<file path="src/assert_macros.svh">
// Assertion helpers for the RTL.
// PT_ASSERT checks a property on every rising clock edge outside reset.
// PT_NEVER checks that a condition is never true outside reset.
`ifndef ASSERT_MACROS_SVH
`define ASSERT_MACROS_SVH
`ifndef SYNTHESIS
`define PT_ASSERT(lbl, clk, rstn, prop) \
	lbl: assert property (@(posedge clk) disable iff (!rstn) prop) \
		else $error("%m: property failed");
`define PT_NEVER(lbl, clk, rstn, expr) \
	lbl: assert property (@(posedge clk) disable iff (!rstn) !(expr)) \
		else $error("%m: forbidden condition seen");
`else
`define PT_ASSERT(lbl, clk, rstn, prop)
`define PT_NEVER(lbl, clk, rstn, expr)
`endif
`endif

</file>
<file path="src/ptr_pkg.sv">
`default_nettype none
package ptr_pkg;

	localparam int NUM_COORDS = 4;
	localparam int OUT_IDX_W  = 3;

	// Item kinds on the input stream
	typedef enum logic [1:0] {
		OP_LOAD_TERM = 2'd0,
		OP_LOAD_OUT  = 2'd1,
		OP_EVAL      = 2'd2,
		OP_NONE      = 2'd3
	} op_t;

	// Configuration register indexes
	typedef enum logic [2:0] {
		REG_X_POS_OFFSET      = 3'd0,
		REG_X_ANGLE_OFFSET    = 3'd1,
		REG_Y_POS_OFFSET      = 3'd2,
		REG_Y_ANGLE_OFFSET    = 3'd3,
		REG_X_POS_INV_RANGE   = 3'd4,
		REG_X_ANGLE_INV_RANGE = 3'd5,
		REG_Y_POS_INV_RANGE   = 3'd6,
		REG_Y_ANGLE_INV_RANGE = 3'd7
	} reg_idx_t;

	localparam logic [31:0] RST_X_POS_OFFSET      = 32'd267715;
	localparam logic [31:0] RST_X_ANGLE_OFFSET    = 32'd1110;
	localparam logic [31:0] RST_Y_POS_OFFSET      = 32'd577634;
	localparam logic [31:0] RST_Y_ANGLE_OFFSET    = 32'd1342;
	localparam logic [31:0] RST_X_POS_INV_RANGE   = 32'd641087;
	localparam logic [31:0] RST_X_ANGLE_INV_RANGE = 32'd142179797;
	localparam logic [31:0] RST_Y_POS_INV_RANGE   = 32'd3546980;
	localparam logic [31:0] RST_Y_ANGLE_INV_RANGE = 32'd1095834062;

	localparam logic [31:0] ONE_Q8_24 = 32'h0100_0000;
	localparam logic [31:0] ONE_Q4_28 = 32'h1000_0000;

	// Multiply flavors: shift and saturation width
	typedef enum logic [1:0] {
		MK_SCALE = 2'd0,  // >>12, 32 bits
		MK_MONO  = 2'd1,  // >>28, 32 bits
		MK_TERM  = 2'd2,  // >>28, 48 bits
		MK_OUT   = 2'd3   // >>20, 48 bits
	} mul_kind_t;

	typedef enum logic [2:0] {
		MS_IDLE,
		MS_LO,
		MS_HI,
		MS_ROUND,
		MS_CLAMP
	} mul_state_t;

	typedef enum logic [3:0] {
		ST_CLEAR,
		ST_IDLE,
		ST_SCALE,
		ST_SCALE_WAIT,
		ST_OUT_START,
		ST_FETCH,
		ST_TERM,
		ST_MONO,
		ST_MONO_WAIT,
		ST_COEF,
		ST_COEF_WAIT,
		ST_APPLY,
		ST_APPLY_WAIT,
		ST_EMIT
	} seq_state_t;

	typedef struct packed {
		op_t                            opcode;
		logic [2:0]                     output_select;
		logic [7:0]                     term_index;
		logic [47:0]                    coefficient;
		logic [11:0]                    exponent_set;
		logic [31:0]                    out_scale;
		logic [47:0]                    out_offset;
		logic [NUM_COORDS-1:0][31:0]    coord;
	} item_t;

	typedef struct packed {
		logic [NUM_COORDS-1:0][31:0] offset;
		logic [NUM_COORDS-1:0][31:0] inv_range;
	} cfg_t;

	typedef struct packed {
		logic        start;
		mul_kind_t   kind;
		logic [48:0] a;  // signed
		logic [32:0] b;  // signed
	} mul_req_t;

	typedef struct packed {
		logic        done;
		logic [47:0] value;  // signed, sign-extended for 32-bit kinds
		logic        sat;
	} mul_rsp_t;

	typedef struct packed {
		logic [OUT_IDX_W-1:0] index;
		logic [47:0]          value;
		logic                 sat;
		logic                 last;
	} result_t;

	typedef struct packed {
		logic        sat;
		logic [47:0] val;
	} sat48_t;

	// Signed 48-bit add, clamped to the 48-bit range
	function automatic sat48_t add_sat48(input logic [47:0] a, input logic [47:0] b);
		logic [48:0] s;
		sat48_t r;
		s = {a[47], a} + {b[47], b};
		r.sat = (s[48] != s[47]);
		if (r.sat) begin
			r.val = s[48] ? {1'b1, 47'd0} : {1'b0, {47{1'b1}}};
		end else begin
			r.val = s[47:0];
		end
		return r;
	endfunction

endpackage
`default_nettype wire

</file>
<file path="src/ptr_mul.sv">
`default_nettype none
`include "assert_macros.svh"
module ptr_mul
	import ptr_pkg::*;
(
	input  wire logic     clk,
	input  wire logic     arst_n,
	input  wire mul_req_t req,
	output mul_rsp_t      rsp
);

	localparam logic [79:0] LIM32 = 80'h8000_0000;
	localparam logic [79:0] LIM48 = 80'h8000_0000_0000;

	mul_state_t state_q, state_next;
	mul_kind_t  kind_q;
	logic [47:0] amag_q;
	logic [31:0] bmag_q;
	logic        neg_q;
	logic [79:0] prod_q;
	logic [79:0] q_q;

	logic [48:0] a_neg;
	logic [32:0] b_neg;
	logic [79:0] shifted;
	logic        rem_nz;
	logic [79:0] lim;
	logic [79:0] mag_c;
	logic [23:0] a_half;
	logic [55:0] part;

	assign a_neg = -req.a;
	assign b_neg = -req.b;

	// One 24 x 32 partial product, low half first, then high half
	assign a_half = (state_q == MS_HI) ? amag_q[47:24] : amag_q[23:0];
	assign part   = {32'd0, a_half} * {24'd0, bmag_q};

	// Sequence: latch, low half, high half, round, clamp
	always_comb begin
		state_next = state_q;
		unique case (state_q)
			MS_IDLE:  if (req.start) state_next = MS_LO;
			MS_LO:    state_next = MS_HI;
			MS_HI:    state_next = MS_ROUND;
			MS_ROUND: state_next = MS_CLAMP;
			MS_CLAMP: state_next = MS_IDLE;
			default:  state_next = MS_IDLE;
		endcase
	end

	always_ff @(posedge clk or negedge arst_n) begin
		if (!arst_n) begin
			state_q <= MS_IDLE;
		end else begin
			state_q <= state_next;
		end
	end

	// Pick the shift for this flavor
	always_comb begin
		unique case (kind_q)
			MK_SCALE: begin
				shifted = prod_q >> 12;
				rem_nz  = |prod_q[11:0];
			end
			MK_OUT: begin
				shifted = prod_q >> 20;
				rem_nz  = |prod_q[19:0];
			end
			default: begin
				shifted = prod_q >> 28;
				rem_nz  = |prod_q[27:0];
			end
		endcase
	end

	// Magnitude datapath
	always_ff @(posedge clk) begin
		unique case (state_q)
			MS_IDLE: begin
				if (req.start) begin
					amag_q <= req.a[48] ? a_neg[47:0] : req.a[47:0];
					bmag_q <= req.b[32] ? b_neg[31:0] : req.b[31:0];
					neg_q  <= req.a[48] ^ req.b[32];
					kind_q <= req.kind;
				end
			end
			MS_LO:    prod_q <= {24'd0, part};
			MS_HI:    prod_q <= prod_q + {part, 24'd0};
			MS_ROUND: q_q <= shifted + 80'(neg_q && rem_nz);
			MS_CLAMP: ;
			default: ;
		endcase
	end

	// Clamp to the target width and restore the sign
	always_comb begin
		lim = (kind_q == MK_SCALE || kind_q == MK_MONO) ? LIM32 : LIM48;
		rsp.done = (state_q == MS_CLAMP);
		rsp.sat  = 1'b0;
		mag_c    = q_q;
		if (neg_q) begin
			if (q_q > lim) begin
				rsp.sat = 1'b1;
				mag_c   = lim;
			end
			rsp.value = 48'(-mag_c);
		end else begin
			if (q_q > lim - 80'd1) begin
				rsp.sat = 1'b1;
				mag_c   = lim - 80'd1;
			end
			rsp.value = mag_c[47:0];
		end
	end

	`PT_NEVER(a_start_busy, clk, arst_n, req.start && (state_q != MS_IDLE))
	`PT_ASSERT(a_round_done, clk, arst_n, (state_q == MS_ROUND) |=> rsp.done)
	`PT_ASSERT(a_pos_sign, clk, arst_n, (rsp.done && !neg_q) |-> !rsp.value[47])

endmodule
`default_nettype wire

</file>
<file path="config.mk">
export PLATFORM = sky130hd
export DESIGN_NAME = ptr_mul
export DESIGN_NICKNAME = d
export VERILOG_FILES = /design/src/ptr_pkg.sv /design/src/ptr_mul.sv
export VERILOG_INCLUDE_DIRS = /design/src /design/src/src
export SDC_FILE = /design/constraint.sdc
export NUM_CORES = 2
export LEC_CHECK = 0
export BUFFER_PORTS_ARGS = -buffer_cell sky130_fd_sc_hd__buf_2
export CORE_MARGIN = 2
export CORE_UTILIZATION = 37
export CTS_BUF_LIST = sky130_fd_sc_hd__clkbuf_16
export DETAILED_ROUTE_END_ITERATION = 8
export GPL_TIMING_DRIVEN = 1
export PLACE_DENSITY = 0.52
export SYNTH_ARGS = -nofsm -noshare
export SYNTH_HDL_FRONTEND = slang
export SYNTH_SLANG_ARGS = --single-unit
</file>
<file path="constraint.sdc">
create_clock -name clk -period 16.15 [get_ports clk]
set_input_delay 2.4225 -clock clk [delete_from_list [all_inputs] [get_ports clk]]
set_output_delay 2.4225 -clock clk [all_outputs]
set_load 0.03 [all_outputs]
</file>
==> flow_metrics.tcl <==
set metrics [dict create \
    grt.overflow.total 0 \
    holdPathEnd "state_q[2]" \
    drc_errors 0 \
    crit_top_cell "fa_1" \
    cts_setup_buffers 0 \
    die_w_um 343 \
    max_cap_viol_count 0 \
    ys.flop_type "edfxtp_1" \
    drtIter0Drc 2023 \
    nets 5737 \
    ys_seq_elements 235 \
    netlist_instances 4740 \
    setup_viol 0 \
    final_util_pct 40.0 \
    crit_fanout 53 \
    whs_ps 639 \
    synth_fa_ha_area_share_pct 39.0 \
    hold_violations 0 \
    holdCritStartpoint "state_q[0]" \
    h-tree-depth 1 \
    antenna_found_initial 3 \
    io_pins 137 \
    synth_edf_count 232 \
    start_util_pct 37.2 \
    hold_class "reg -> reg" \
    critPathLaunchType "register" \
    rows 124 \
    top_usage_layer "met2" \
    portBuffers 136 \
    numClockSinks 235 \
    die-area_um2 117000 \
    setup_tns_ps 0 \
    grt_max_degree 79 \
    synth_simple_gate_area_share_pct 18.8 \
    fill_cells 11600 \
    crit_path_end_kind "register" \
    period_minus_slack_ps 12380 \
    reg2reg_depth 35 \
    clkTransAtPathRegs_ps 70 \
    finalClockSkew_ps 21.3 \
    cts_hold_buffers 0 \
    grt_first_pass_wirelength_mm 201 \
    cts_tree "yes" \
    viasPerCell 5.29 \
    grt_use_total_pct 21.9 \
    drtAntennaViolNets 0 \
    synth.area.mux_share_pct 0.490 \
    post-route-period-util_pct 76.7 \
    placed_cells 6205 \
    slowest_delay_ps 900 \
    arrival_ps 12820 \
    cpMaxStageDelayCell "nand2_1" \
    area_delta_synth_final_pct 7.52 \
    async_flop_share_pct 1.28 \
    drv_slew 0 \
    rsz0062_at_grt "false" \
    synth_compound_area_share_pct 11.1 \
    crit_type "reg -> reg" \
    dpl.hpwl_mm 98.0 \
    syn_area_per_cell_um2 8.95 \
    cts_resized 0 \
    rr_startpoint "state_q[0]" \
    drt-wirelength-per-cell_um 20.3 \
    vias 33100 \
    reg2reg_setup_slack_ps 3770 \
    cts_buffer_depth 3 \
    grtUsageMet1_pct 29.1 \
    crit_required_ps 16590 \
    max_freq_mhz 80.8 \
    gp_congestion 0.918 \
    synth_nets 5753 \
    worst_pin_slew_ps 1260 \
    synthXorXnorAreaFrac_pct 5.00 \
    yosysSeqAreaShare_pct 16.6 \
    stdcell_count 6257 \
    core-area_um2 114000 \
    synth_top_family_by_area "adder cells" \
    cts-buffers-inserted 29 \
    rr_endpoint "prod_q[79]" \
    die_y_um 343 \
    grt_pass1_vias 34200 \
    routed_wl_mm 127 \
    gr-usage-met3_pct 1.83 \
    ys_types 81 \
    holdPathStages 1 \
    yosysWarnings 0 \
    clockRootBuffer "clkbuf_16" \
    status "finished, final reports clean" \
    relSlewSlack_pct 16.2 \
    drive_above_1_share_pct 6.94 \
    met2_usage_pct 38.1 \
    drt_first_pass_iters 5 \
    clk_latency_ps 620 \
    syn_area_um2 42400 \
]
-- layer usage --
layer  vias to the layer above  share of wire [%]
met1                     16800                 44
met5                         -              0.014
met3                       186                3.6
met4                         4                2.6
li1                      15300                  -
met2                       744                 50
-- cell usage after synthesis (all sizes together) (30+ instances only) --
master  instances  area share (%)
nor2          158             1.4
fa            659              31
nor4           40            0.60
a21oi         155             1.8
nand3          46            0.54
xnor2         174             3.6
o31ai          30            0.53
xor2           68             1.4
nor3           66            0.79
nand2         664             5.9
nor2b         124             1.8
o21ai         162             1.9
and2          281             4.1
or3            35            0.53
clkbuf        230             2.0
a21o           92             1.6
ha            267             7.9
nand4          44            0.65
a221o          33            0.78
or2            32            0.47
inv           762             6.7
edfxtp        232              16
-- final cells by class --
| class | instances | area, um2 | share of cell area, % |
|---|---|---|---|
| flip-flops and latches | 235 | 7040 | 15.4 |
| clock inverters | 21 | 262 | 0.573 |
| diodes | 2 | 5.00 | 0.0110 |
| inverters | 762 | 2860 | 6.27 |
| repair buffers | 204 | 1190 | 2.61 |
| clock buffers | 29 | 726 | 1.59 |
| well taps | 1512 | 1890 | 4.15 |
| multi-input cells | 3492 | 31600 | 69.4 |
-- layout by cell type, fill, tap and decap left out, types with 21 or more instances in the layout --
cell | Yosys | routed
or2_2 | 30 | 30
nand2b_1 | 25 | 25
fa_1 | 659 | 659
a211oi_1 | 24 | 24
edfxtp_1 | 232 | 232
and2_1 | 281 | 280
xnor2_1 | 174 | 174
a21oi_1 | 155 | 155
nor2b_1 | 124 | 124
buf_4 | 0 | 68
o31ai_1 | 30 | 30
ha_1 | 267 | 265
a21o_1 | 92 | 92
xor2_1 | 68 | 68
a221o_1 | 33 | 33
inv_1 | 762 | 764
nor3_1 | 65 | 65
nand3_1 | 46 | 46
or3_1 | 34 | 34
nor2_1 | 158 | 158
buf_2 | 12 | 136
a221oi_1 | 22 | 22
o21ai_0 | 161 | 161
clkbuf_16 | 0 | 29
nor4_1 | 39 | 39
nand4_1 | 44 | 44
nand2_1 | 664 | 662
o21a_1 | 21 | 21
and3_1 | 24 | 24
-- worst max path at each step --
| stage | start | to | depth (start not counted) |
|---|---|---|---|
| floorplan | req[84] | amag_q[0] | 1 |
| global placement | state_q[0] | prod_q[79] | 35 |
| detailed placement | state_q[0] | prod_q[79] | 35 |
| CTS | state_q[0] | prod_q[79] | 36 |
| global route | state_q[0] | prod_q[79] | 36 |
| finish | state_q[0] | prod_q[79] | 35 |
-- through the flow --
| stage | setup WS, ps | area [um2] |
|---|---|---|
| finish | 3770 | 45600 |
| global route | 2860 | 45600 |
| CTS | 3860 | 45600 |
| detailed placement | 3930 | 44600 |
| global placement | 4140 | 44600 |
| floorplan | 4590 | 42400 |
-- worst max-delay path: cells and delay by family (launching register included) --
family | cells | cell delay (ps)
compound gates | 12 | 3700
buf+inv | 3 | 660
simple gates | 10 | 2680
flops | 1 | 430
fa+ha+maj | 9 | 4430
xor+xnor | 1 | 220
-- registers in the layout, indices dropped and copies added (netlist names) --
register	flops
q_q	69
kind_q	2
amag_q	48
prod_q	80
bmag_q	32
state_q	3
neg_q	1
-- logic make-up after synthesis --
logic type,count (synthesis)
XOR/XNOR,242
buffers and inverters,1013
flip-flops,235
adder cells (fa/ha/maj),926
AO/OA/AOI/OAI,702
multiplexers,19
AND/OR/NAND/NOR,1603
Power is not shown: default switching activity piles up to over one toggle a cycle in this logic, so the estimate is an artifact.
